`config.mk`:
```
export PLATFORM = sky130hd
export DESIGN_NAME = gtf_ram
export DESIGN_NICKNAME = d
export VERILOG_FILES = /design/src/grouped_team_fifo_core_defines.svh /design/src/gtf_pkg.sv /design/src/gtf_ram.sv
export SDC_FILE = /design/constraint.sdc
export NUM_CORES = 2
export LEC_CHECK = 0
export BUFFER_PORTS_ARGS = -buffer_cell sky130_fd_sc_hd__buf_2
export CAP_MARGIN = 20
export CORE_UTILIZATION = 30
export DETAILED_ROUTE_END_ITERATION = 8
export GPL_ROUTABILITY_DRIVEN = 0
export PLACE_DENSITY = 0.56
export SYNTH_ARGS = -nofsm -noshare
export SYNTH_HDL_FRONTEND = slang
export SYNTH_SLANG_ARGS = --single-unit
```
`constraint.sdc`:
```
create_clock -name clk_i -period 6.3 [get_ports clk_i]
set_input_delay 0 -clock clk_i [delete_from_list [all_inputs] [get_ports clk_i]]
set_output_delay 0 -clock clk_i [all_outputs]
set_load 0.01 [all_outputs]
```
`src/grouped_team_fifo_core_defines.svh`:
```
// assertion macros for the grouped team fifo core
`ifndef GROUPED_TEAM_FIFO_CORE_DEFINES_SVH
`define GROUPED_TEAM_FIFO_CORE_DEFINES_SVH
`ifndef SYNTHESIS
`define GTF_ASSERT(lbl, prop, msg) \
  lbl: assert property (@(posedge clk_i) disable iff (!rst_ni) (prop)) else $error(msg);
`define GTF_ASSERT_NEXT(lbl, ante, cons, msg) \
  lbl: assert property (@(posedge clk_i) disable iff (!rst_ni) (ante) |=> (cons)) \
    else $error(msg);
`else
`define GTF_ASSERT(lbl, prop, msg)
`define GTF_ASSERT_NEXT(lbl, ante, cons, msg)
`endif
`endif

```
`src/gtf_pkg.sv`:
```
// shared constants and codes for the grouped team fifo
package gtf_pkg;

  localparam int ELEMENTS_DEF = 1024;
  localparam int TEAMS_DEF    = 16;
  localparam int CAPACITY_DEF = 256;

  localparam int KIND_W    = 2;
  localparam int ELEM_ID_W = 10;
  localparam int TEAM_ID_W = 4;
  localparam int STATUS_W  = 2;

  typedef enum logic [KIND_W-1:0] {
    KIND_ASSIGN = 2'd0,
    KIND_ENQ    = 2'd1,
    KIND_DEQ    = 2'd2
  } kind_e;

  typedef enum logic [STATUS_W-1:0] {
    ST_DONE  = 2'd0,
    ST_DEQ   = 2'd1,
    ST_EMPTY = 2'd2,
    ST_FULL  = 2'd3
  } status_e;

endpackage

```
`src/gtf_ram.sv`:
```
// single write port ram with registered read and same-cycle write bypass
module gtf_ram #(
  parameter int  DEPTH = gtf_pkg::CAPACITY_DEF,
  parameter int  WIDTH = gtf_pkg::ELEM_ID_W,
  localparam int AW    = $clog2(DEPTH)
) (
  input  logic             clk_i,
  input  logic             we_i,
  input  logic [AW-1:0]    waddr_i,
  input  logic [WIDTH-1:0] wdata_i,
  input  logic             re_i,
  input  logic [AW-1:0]    raddr_i,
  output logic [WIDTH-1:0] rdata_o
);

  logic [WIDTH-1:0] mem_q [DEPTH];
  logic [WIDTH-1:0] rd_q;
  logic [WIDTH-1:0] bdat_q;
  logic             byp_q;

  always_ff @(posedge clk_i) begin
    if (we_i) begin
      mem_q[waddr_i] <= wdata_i;
    end
    if (re_i) begin
      rd_q   <= mem_q[raddr_i];
      byp_q  <= we_i && (waddr_i == raddr_i);
      bdat_q <= wdata_i;
    end
  end

  assign rdata_o = byp_q ? bdat_q : rd_q;

endmodule

```
==> reports/metrics.cfg <==
[logic_synthesis]
synth_xor_area_share_pct = 0.0703
synth-simple-area-share_pct = 2.22
syn_inst = 4633
ys_ff_latch = 2581
synth-compound-area-share_pct = 3.43
syn_nets = 4662
yosysUniqueCellTypes = 52
ys_warn_count = 0
synth-async-reset-ratio_pct = 0
synth_top_flop_cell = edfxtp_1
synth-adder-area-share_pct = 0
synth_top_family_by_area = multiplexers
avgSynthCellArea_um2 = 21.5
syn-cell-area_um2 = 99600
synth_enable_flop_cells = 2581
synth-seq-area-share_pct = 77.8
muxShareOfSynthArea_pct = 14.7

[timing]
fin_worst_skew_ns = 0.0532
worstMarginPinSlew_ns = 1.23
period_needed_ns = 3.62
hold_viol_final = 0
rsz0062_at_grt = false
fin_crit_sh_pct = 57.4
setup_violations = 0
finalSetupTns_ns = 0
max_slew_margin_pct = 18.1
fmax_ghz = 0.276
final-max-slew-violation-count = 0
hold-worst-slack_ns = 0.113

[global_routing]
met1_usage_pct = 20.9
busiest_layer = met2
grt.met2_usage_pct = 25.1
grt_overflow = 0
antenna_found_initial = 20
grt_usage_pct = 15.4
grt_pass1_wl_mm = 372
grt_pass1_vias = 48900
use_met3_pct = 2.89
grt_start_max_net_pins = 166

[route]
drtAntennaViolNets = 0
drcViolationCount = 0
via_per_inst = 5.17
wl_per_cell_um = 27.7
drt_iter0_drc = 5343
totalWireLength_mm = 261
vias = 48900
drtPass1Iterations = 6

[critical_path]
critPathArrivalTime_ns = 4.06
critPathKind = primary input to flop
cp.required_ns = 6.74
cp_max_fo = 11
startpoint_type = primary input
setup.worst_path.end_class = flop

[die]
rows = 211
io_pins = 39
die-area_um2 = 334000
die_height_um = 578
dieWidth_um = 578
core-area_um2 = 330000
start_util_pct = 30.2

[clock_tree]
clock_sinks = 2581
cts_root_buf = clkbuf_16
cts_tree = built
hold_buffers = 18
clk_pin_slew_ns = 0.06
clockBufferDepth = 4
clock_latency_ns = 0.86
cts_setup_buffers = 0
cts_buffers = 273
h-tree-depth = 5
cts-resized-gates = 0

[cells_and_area]
areaGrowthSynthToFinish_pct = 14.5
nets = 4908
final_common_cell = edfxtp_1
layout_common_cells = edfxtp_1, mux4_2, clkbuf_16, nor2_1, mux2i_1
drive_gt1_share_pct = 22.9

[power_and_ir_drop]
p_per_area_nw_per_um2 = 315
peakVddDrop_uv = 231
power.leakage_nw = 34.9

[place]
port_buffers = 38
dp_hpwl_mm = 158

[min_path]
hp-class = primary input to flop

[status]
status = finished clean

[flow_run]
max-cap-violations = 0

## kinds of logic after synthesis
kind of cell,count (synthesis)
flip-flops,2581
XOR/XNOR,8
AO/OA/AOI/OAI,484
AND/OR/NAND/NOR,496
multiplexers,771
buffers and inverters,293
## power by group
part           switching, mW  internal (mW)  leakage [nW]
combinational           1.17          0.565          7.64
clock                   6.59           8.69          4.07
sequential            0.0143           19.0          23.2
total                   7.78           28.2          34.9
## final cells by class
class / instances / area (um^2)
multi-input cells: 1759 / 20400
inverters: 3 / 11.3
diodes: 15 / 37.5
clock inverters: 138 / 1190
flip-flops and latches: 2581 / 77500
well taps: 4366 / 5460
fillers: 30400 / 216000
repair buffers: 261 / 2410
clock buffers: 327 / 7140
## layer usage
layer / wire length, um / part of all wire (%)
met5: 19 / 0.0073
met4: 7530 / 2.9
met3: 19300 / 7.4
met2: 126000 / 48
met1: 108000 / 41
## worst max-delay path, cell delays in order
cell,delay [ns]
dlygate4sd3_1,0.65
buf_2,0.35
nor2b_1,0.68
nand4_1,0.90
buf_4,0.57
nor2_1,0.86
## synthesized netlist by cell type, types with 25 or more instances
cell	n	area [um^2]
clkbuf_1	158	593
buf_2	25	125
nand2_1	45	169
a21oi_1	103	515
o22ai_1	62	388
edfxtp_1	2581	77500
nor2_1	277	1040
a22o_1	29	254
nand3_1	44	220
buf_4	43	323
nor3_1	43	215
nor4_1	32	200
o221ai_1	42	368
mux4_2	530	11900
a22oi_1	157	1180
mux2i_1	214	2140
a221oi_1	35	307
## state kept, by name, summed over array words and instances (netlist names)
register,count
bdat_q,10
byp_q,1
mem_q,2560
rd_q,10
## metrics by stage
step | utilization (%) | cell area, um^2 | cells | setup WS [ns] | total power, mW
2_1_floorplan | - | 99600 | 4633 | 4.30 | 20.2
3_3_place_gp | 31.8 | 105000 | 8873 | 2.07 | 21.0
3_5_place_dp | 31.8 | 105000 | 8902 | 2.09 | 21.1
4_1_cts | 34.4 | 114000 | 9385 | 2.63 | 36.3
5_1_grt | 34.5 | 114000 | 9437 | 2.67 | 37.0
6_report | 34.6 | 114000 | 9450 | 2.68 | 36.0
## worst paths after layout
path	start	to	slack, ns	cells after the start
setup / recovery	waddr_i[0]	mem_q[189][7]	2.68	6
hold / removal	raddr_i[5]	rd_q[2]	0.11	4
setup reg to reg	mem_q[40][0]	rd_q[0]	3.25	6
hold reg to reg	mem_q[10][1]	rd_q[1]	1.19	6
Note: power is estimated with default switching activity, not from simulation.
