$ cat config.mk
export PLATFORM = sky130hd
export DESIGN_NAME = gtf_member_store
export DESIGN_NICKNAME = d
export VERILOG_FILES = /design/src/grouped_team_fifo_core_defines.svh /design/src/gtf_pkg.sv /design/src/gtf_ram.sv /design/src/gtf_member_store.sv
export SDC_FILE = /design/constraint.sdc
export NUM_CORES = 2
export LEC_CHECK = 0
export BUFFER_PORTS_ARGS = -buffer_cell sky130_fd_sc_hd__buf_2
export CORE_MARGIN = 10
export CORE_UTILIZATION = 51
export DETAILED_ROUTE_END_ITERATION = 6
export GPL_ROUTABILITY_DRIVEN = 0
export PLACE_DENSITY = 0.73
export SLEW_MARGIN = 20
export SYNTH_ARGS = -nofsm -noshare
export SYNTH_HDL_FRONTEND = slang
export SYNTH_SLANG_ARGS = --single-unit
export TNS_END_PERCENT = 10
$ cat constraint.sdc
create_clock -name clk_i -period 42.3 [get_ports clk_i]
set_input_delay 2.115 -clock clk_i [delete_from_list [all_inputs] [get_ports clk_i]]
set_output_delay 2.115 -clock clk_i [all_outputs]
set_load 0.05 [all_outputs]
$ cat src/grouped_team_fifo_core_defines.svh
// assertion macros for the grouped team fifo core
`ifndef GROUPED_TEAM_FIFO_CORE_DEFINES_SVH
`define GROUPED_TEAM_FIFO_CORE_DEFINES_SVH
`ifndef SYNTHESIS
`define GTF_ASSERT(lbl, prop, msg) \
  lbl: assert property (@(posedge clk_i) disable iff (!rst_ni) (prop)) else $error(msg);
`define GTF_ASSERT_NEXT(lbl, ante, cons, msg) \
  lbl: assert property (@(posedge clk_i) disable iff (!rst_ni) (ante) |=> (cons)) \
    else $error(msg);
`else
`define GTF_ASSERT(lbl, prop, msg)
`define GTF_ASSERT_NEXT(lbl, ante, cons, msg)
`endif
`endif

$ cat src/gtf_pkg.sv
// shared constants and codes for the grouped team fifo
package gtf_pkg;

  localparam int ELEMENTS_DEF = 1024;
  localparam int TEAMS_DEF    = 16;
  localparam int CAPACITY_DEF = 256;

  localparam int KIND_W    = 2;
  localparam int ELEM_ID_W = 10;
  localparam int TEAM_ID_W = 4;
  localparam int STATUS_W  = 2;

  typedef enum logic [KIND_W-1:0] {
    KIND_ASSIGN = 2'd0,
    KIND_ENQ    = 2'd1,
    KIND_DEQ    = 2'd2
  } kind_e;

  typedef enum logic [STATUS_W-1:0] {
    ST_DONE  = 2'd0,
    ST_DEQ   = 2'd1,
    ST_EMPTY = 2'd2,
    ST_FULL  = 2'd3
  } status_e;

endpackage

$ cat src/gtf_ram.sv
// single write port ram with registered read and same-cycle write bypass
module gtf_ram #(
  parameter int  DEPTH = gtf_pkg::CAPACITY_DEF,
  parameter int  WIDTH = gtf_pkg::ELEM_ID_W,
  localparam int AW    = $clog2(DEPTH)
) (
  input  logic             clk_i,
  input  logic             we_i,
  input  logic [AW-1:0]    waddr_i,
  input  logic [WIDTH-1:0] wdata_i,
  input  logic             re_i,
  input  logic [AW-1:0]    raddr_i,
  output logic [WIDTH-1:0] rdata_o
);

  logic [WIDTH-1:0] mem_q [DEPTH];
  logic [WIDTH-1:0] rd_q;
  logic [WIDTH-1:0] bdat_q;
  logic             byp_q;

  always_ff @(posedge clk_i) begin
    if (we_i) begin
      mem_q[waddr_i] <= wdata_i;
    end
    if (re_i) begin
      rd_q   <= mem_q[raddr_i];
      byp_q  <= we_i && (waddr_i == raddr_i);
      bdat_q <= wdata_i;
    end
  end

  assign rdata_o = byp_q ? bdat_q : rd_q;

endmodule

$ cat src/gtf_member_store.sv
// element to team map with clearing pass after reset
module gtf_member_store #(
  parameter int  ELEMENTS = gtf_pkg::ELEMENTS_DEF,
  parameter int  TEAMS    = gtf_pkg::TEAMS_DEF,
  localparam int EW       = $clog2(ELEMENTS),
  localparam int TW       = $clog2(TEAMS)
) (
  input  logic          clk_i,
  input  logic          rst_ni,
  input  logic          re_i,
  input  logic [EW-1:0] raddr_i,
  input  logic          we_i,
  input  logic [EW-1:0] waddr_i,
  input  logic [TW-1:0] wdata_i,
  output logic [TW-1:0] rdata_o,
  output logic          busy_o
);

  logic          clr_busy_q;
  logic [EW-1:0] clr_addr_q;
  logic          ram_we;
  logic [EW-1:0] ram_waddr;
  logic [TW-1:0] ram_wdata;

  always_ff @(posedge clk_i or negedge rst_ni) begin
    if (!rst_ni) begin
      clr_busy_q <= 1'b1;
      clr_addr_q <= '0;
    end else if (clr_busy_q) begin
      if (clr_addr_q == EW'(ELEMENTS - 1)) begin
        clr_busy_q <= 1'b0;
      end else begin
        clr_addr_q <= clr_addr_q + 1'b1;
      end
    end
  end

  assign ram_we    = clr_busy_q || we_i;
  assign ram_waddr = clr_busy_q ? clr_addr_q : waddr_i;
  assign ram_wdata = clr_busy_q ? '0 : wdata_i;

  gtf_ram #(
    .DEPTH (ELEMENTS),
    .WIDTH (TW)
  ) u_ram (
    .clk_i   (clk_i),
    .we_i    (ram_we),
    .waddr_i (ram_waddr),
    .wdata_i (ram_wdata),
    .re_i    (re_i),
    .raddr_i (raddr_i),
    .rdata_o (rdata_o)
  );

  assign busy_o = clr_busy_q;

endmodule

==> summary.txt <==
YOSYS
------------------------------------------------------------------------------------
Avg Inst Size Synth                                                        19.39 µm²
Synth cell types                                                                  89
Top area cells in the synthesized netlist                               sky130_fd_sc_hd__edfxtp_1, sky130_fd_sc_hd__mux4_2, sky130_fd_sc_hd__mux2i_1, sky130_fd_sc_hd__nor2_1, sky130_fd_sc_hd__buf_12
Synth warnings                                                                     0
Synth top cells by count                                                sky130_fd_sc_hd__edfxtp_1, sky130_fd_sc_hd__nor2_1, sky130_fd_sc_hd__mux4_2
Register area share after synthesis                                           75.26%
Number of synthesized flops with an enable pin                                 4,105
Cell taking the most area after synthesis                               sky130_fd_sc_hd__edfxtp_1
Proportion of synthesized flip-flops having asynchronous set or reset        0.2672%
Total standard cell area after synthesis                                 164,200 µm²
Cells after Synth                                                              8,467
Portion of synthesized cell area occupied by the leading cell type            75.09%
Synthesized netlist net count                                                  8,496
Seq cells post-synth                                                           4,116
Top flip-flop cell by instance count after synthesis                    sky130_fd_sc_hd__edfxtp_1
Most frequent cell after synthesis                                      sky130_fd_sc_hd__edfxtp_1

FINISH
------------------------------------------------------------------------------------
Non-Filler Instances                                                          13,170
Ratio of cells with drive above 1 in the final layout                         20.04%
Layout overhead on the synthesized area                                       10.26%
Fin nets                                                                       8,549

CLOCKING
------------------------------------------------------------------------------------
Clock Latency Late Sink                                                      0.93 ns
Root buffer selected by CTS                                             sky130_fd_sc_hd__clkbuf_16
Count of hold-fix buffers inserted at cts                                          0
H-tree Lvls                                                                        5
Number of buffers added for setup after CTS                                        0
TritonCTS clock tree                                                            done
CTS clock-pin slew for the worst setup and hold paths                        0.07 ns
Clock tree buffer depth                                                            4
Count of cells resized by post-cts repair                                          0
Number of buffers added by the clock tree synthesis step                         395
Sink count of the clock tree                                                   4,116

POWER
------------------------------------------------------------------------------------
Areal power density over the cells                                      46.71 nW/µm²
Worst IR Drop VDD                                                         0.03621 mV
Power share of the sequential group                                            53.1%
Leakage power of the design                                                 56.06 nW
Int Pwr                                                                   0.006660 W
Sw Ratio                                                                      21.23%
Switching Power                                                           0.001795 W
Power share of the combinational group                                          5.0%
Clock share of power                                                           41.9%

GRT
------------------------------------------------------------------------------------
Antenna violations before repair                                                  20
Vias in the first global route                                                86,780
Aggregate global routing overflow                                                  0
Largest net degree at the start of global routing                                240
Global Route Usage Sum                                                        25.20%
First-pass GRT wire length                                                  636.9 mm

MIN PATH
------------------------------------------------------------------------------------
Number of cells on the worst hold path                                             1
Classification of the worst-slack hold path                             flop to flop

DRT
------------------------------------------------------------------------------------
Wirelength per Cell                                                         34.04 µm
Post-route antenna net violation count                                             0
Vias after detailed routing                                                   87,700
WL final                                                                    448.1 mm
Router iterations before antenna repair                                            7
Remaining routing DRC violations                                                   2
DRC violation total after the first TritonRoute iteration                     13,300
Via density                                                                    6.661

TIMING
------------------------------------------------------------------------------------
Total negative slack                                                            0 ns
Slew at the pin with the worst max-slew slack                               1.268 ns
Timing-limited maximum frequency                                           116.9 MHz
Final number of setup-violating endpoints                                          0
Share of the clock period used by the worst path                              20.23%
Slew Limit Fails                                                                   0
Unrepaired setup endpoints after global routing                                   no
Final Skew                                                                0.06106 ns
Final critical-path required period                                         8.558 ns
Final-report hold violation count                                                  0
Max-slew headroom at the worst pin                                            15.35%

FLOORPLANNING
------------------------------------------------------------------------------------
Area of the core                                                         320,900 µm²
Initial Utilization                                                           51.16%
Site Rows                                                                        208
Die area                                                                 345,000 µm²
Chip width                                                                  587.4 µm
Number of top-level design ports                                                  33
Die height                                                                  587.4 µm

PLACE
------------------------------------------------------------------------------------
Input/output buffers                                                              32
Number of placed cells counting well taps                                     12,420
Placed wire-length estimate after detailed placement                        262.3 mm

OUTCOME
------------------------------------------------------------------------------------
Outcome                                                                 finished, violations left
Violated checks                                                         design-rule violations

WORST SETUP PATH
------------------------------------------------------------------------------------
Critical path class                                                     input port to flop
Largest fanout on the critical path                                               98
Worst Path Arrival                                                           9.33 ns
Critical Path End Type                                                          flop
Startpoint type of the worst setup path                                   input port
Worst R2R Path Depth                                                               6
Required time worst endpoint                                                43.07 ns

FLOW RUN
------------------------------------------------------------------------------------
Reported max-cap violation count                                                   0

[layout by cell type, fill, tap and decap left out, types with 11 or more instances in the layout]
| master | Yosys | routed |
|---|---|---|
| sky130_fd_sc_hd__edfxtp_1 | 4105 | 4105 |
| sky130_fd_sc_hd__nor2_1 | 1135 | 1127 |
| sky130_fd_sc_hd__mux4_2 | 823 | 823 |
| sky130_fd_sc_hd__mux2i_1 | 473 | 473 |
| sky130_fd_sc_hd__clkbuf_16 | 0 | 404 |
| sky130_fd_sc_hd__buf_4 | 40 | 187 |
| sky130_fd_sc_hd__nand2_1 | 200 | 164 |
| sky130_fd_sc_hd__a21oi_1 | 143 | 143 |
| sky130_fd_sc_hd__o22ai_1 | 132 | 132 |
| sky130_fd_sc_hd__o221ai_1 | 129 | 129 |
| sky130_fd_sc_hd__clkinv_1 | 1 | 85 |
| sky130_fd_sc_hd__a22oi_1 | 84 | 84 |
| sky130_fd_sc_hd__clkinv_2 | 0 | 84 |
| sky130_fd_sc_hd__o21ai_0 | 75 | 74 |
| sky130_fd_sc_hd__clkbuf_1 | 252 | 68 |
| sky130_fd_sc_hd__nor3_1 | 71 | 66 |
| sky130_fd_sc_hd__bufinv_16 | 0 | 48 |
| sky130_fd_sc_hd__nand3_1 | 52 | 40 |
| sky130_fd_sc_hd__a211oi_1 | 35 | 35 |
| sky130_fd_sc_hd__a221oi_1 | 32 | 32 |
| sky130_fd_sc_hd__a22o_1 | 31 | 31 |
| sky130_fd_sc_hd__mux2_2 | 30 | 30 |
| sky130_fd_sc_hd__buf_2 | 93 | 27 |
| sky130_fd_sc_hd__nand2_4 | 0 | 21 |
| sky130_fd_sc_hd__mux4_1 | 18 | 18 |
| sky130_fd_sc_hd__diode_2 | 0 | 17 |
| sky130_fd_sc_hd__o21ai_1 | 16 | 16 |
| sky130_fd_sc_hd__nand4_1 | 16 | 16 |
| sky130_fd_sc_hd__nand2_2 | 0 | 15 |
| sky130_fd_sc_hd__nor4_1 | 17 | 15 |
| sky130_fd_sc_hd__clkinvlp_4 | 0 | 15 |
| sky130_fd_sc_hd__buf_12 | 58 | 15 |
| sky130_fd_sc_hd__xnor2_1 | 14 | 14 |
| sky130_fd_sc_hd__nor2b_1 | 21 | 13 |
| sky130_fd_sc_hd__and3_1 | 13 | 13 |
| sky130_fd_sc_hd__nand3_4 | 0 | 12 |
| sky130_fd_sc_hd__a211o_1 | 11 | 11 |
| sky130_fd_sc_hd__a31oi_1 | 11 | 11 |
[state kept, by name, indices dropped and copies added, names as in the netlist]
| name | flops |
|---|---|
| busy_o | 1 |
| u_ram.mem_q | 4096 |
| u_ram.bdat_q | 4 |
| u_ram.byp_q | 1 |
| clr_addr_q | 10 |
| u_ram.rd_q | 4 |
[layer usage]
metal / wire length (µm) / global-route usage [%] / up-vias
met5: 35 / 0 / -
met4: 28000 / 13.70 / 6
met3: 56960 / 6.916 / 1255
met2: 207000 / 38.54 / 6467
met1: 156100 / 33.11 / 45340
li1: - / - / 34630
[metrics by stage]
step                      instance area (µm²)  total power (W)  hold WS (ns)  utilization (%)  worst slack [ns]
after global placement                 167800         0.004980        0.5046            52.30             32.66
after CTS                              180800         0.008460        0.5193            56.34             33.60
after detailed placement               167900         0.004988        0.5107            52.32             32.67
after floorplan                        164200         0.004930        0.4798                -             10.65
after global routing                   181000         0.008638        0.5672            56.40             33.15
final                                  181000         0.008454        0.5229            56.41             33.74
[critical path, cell delays in order]
cell	delay [ns]
sky130_fd_sc_hd__buf_12	0.45
sky130_fd_sc_hd__buf_12	0.58
sky130_fd_sc_hd__buf_4	0.64
sky130_fd_sc_hd__buf_4	0.67
sky130_fd_sc_hd__buf_4	0.68
sky130_fd_sc_hd__buf_12	0.60
sky130_fd_sc_hd__buf_4	0.84
sky130_fd_sc_hd__mux2i_1	0.20
sky130_fd_sc_hd__o221ai_1	0.29
sky130_fd_sc_hd__nor3_1	0.09
sky130_fd_sc_hd__nor4_1	0.83
sky130_fd_sc_hd__nand3_1	0.15
sky130_fd_sc_hd__a211oi_1	0.42
sky130_fd_sc_hd__nor3b_1	0.14
sky130_fd_sc_hd__o2111ai_2	0.23
[power groups by stage]
stage	registers, W	clock network (W)	logic [W]
2_1_floorplan	0.00467	0	0.000264
3_3_place_gp	0.00458	0	0.000403
3_5_place_dp	0.00458	0	0.000410
4_1_cts	0.00449	0.00356	0.000412
5_1_grt	0.00449	0.00372	0.000435
6_report	0.00449	0.00354	0.000421
[final cells by class]
| type | count | area (µm²) |
|---|---|---|
| fill | 22800 | 139900 |
| multi-input combinational | 3752 | 37020 |
| clock inverter | 248 | 2534 |
| tap | 4305 | 5386 |
| timing repair buffer | 242 | 2057 |
| inverter | 13 | 63.81 |
| sequential | 4116 | 123500 |
| antenna | 17 | 42.54 |
| clock buffer | 472 | 10360 |
[cell families (layout without fill, tap and decap cells)]
logic type,after synthesis,in the layout,synth area share (%)
compound gates,798,798,3.444
xor+xnor,17,17,0.09070
fa+ha+maj,1,1,0.007620
buf+inv,599,975,2.538
flops,4116,4116,75.26
mux,1349,1349,14.71
other cells,0,17,0
simple gates,1587,1587,3.956
[path summary, 6_finish.rpt]
path	slack [ns]	end	from
max in group asynchronous	40.99	busy_o$_DFF_PN1_	rst_ni
setup / recovery	33.74	u_ram.rd_q[2]$_DFFE_PP_	raddr_i[0]
hold reg to reg	0.52	clr_addr_q[9]$_DFFE_PN0P_	clr_addr_q[9]$_DFFE_PN0P_
min in group asynchronous	1.04	clr_addr_q[4]$_DFFE_PN0P_	rst_ni
hold / removal	0.52	clr_addr_q[9]$_DFFE_PN0P_	clr_addr_q[9]$_DFFE_PN0P_
setup reg to reg	36.10	u_ram.mem_q[183][1]$_DFFE_PP_	busy_o$_DFF_PN1_
(Power assumes the default switching activity.)
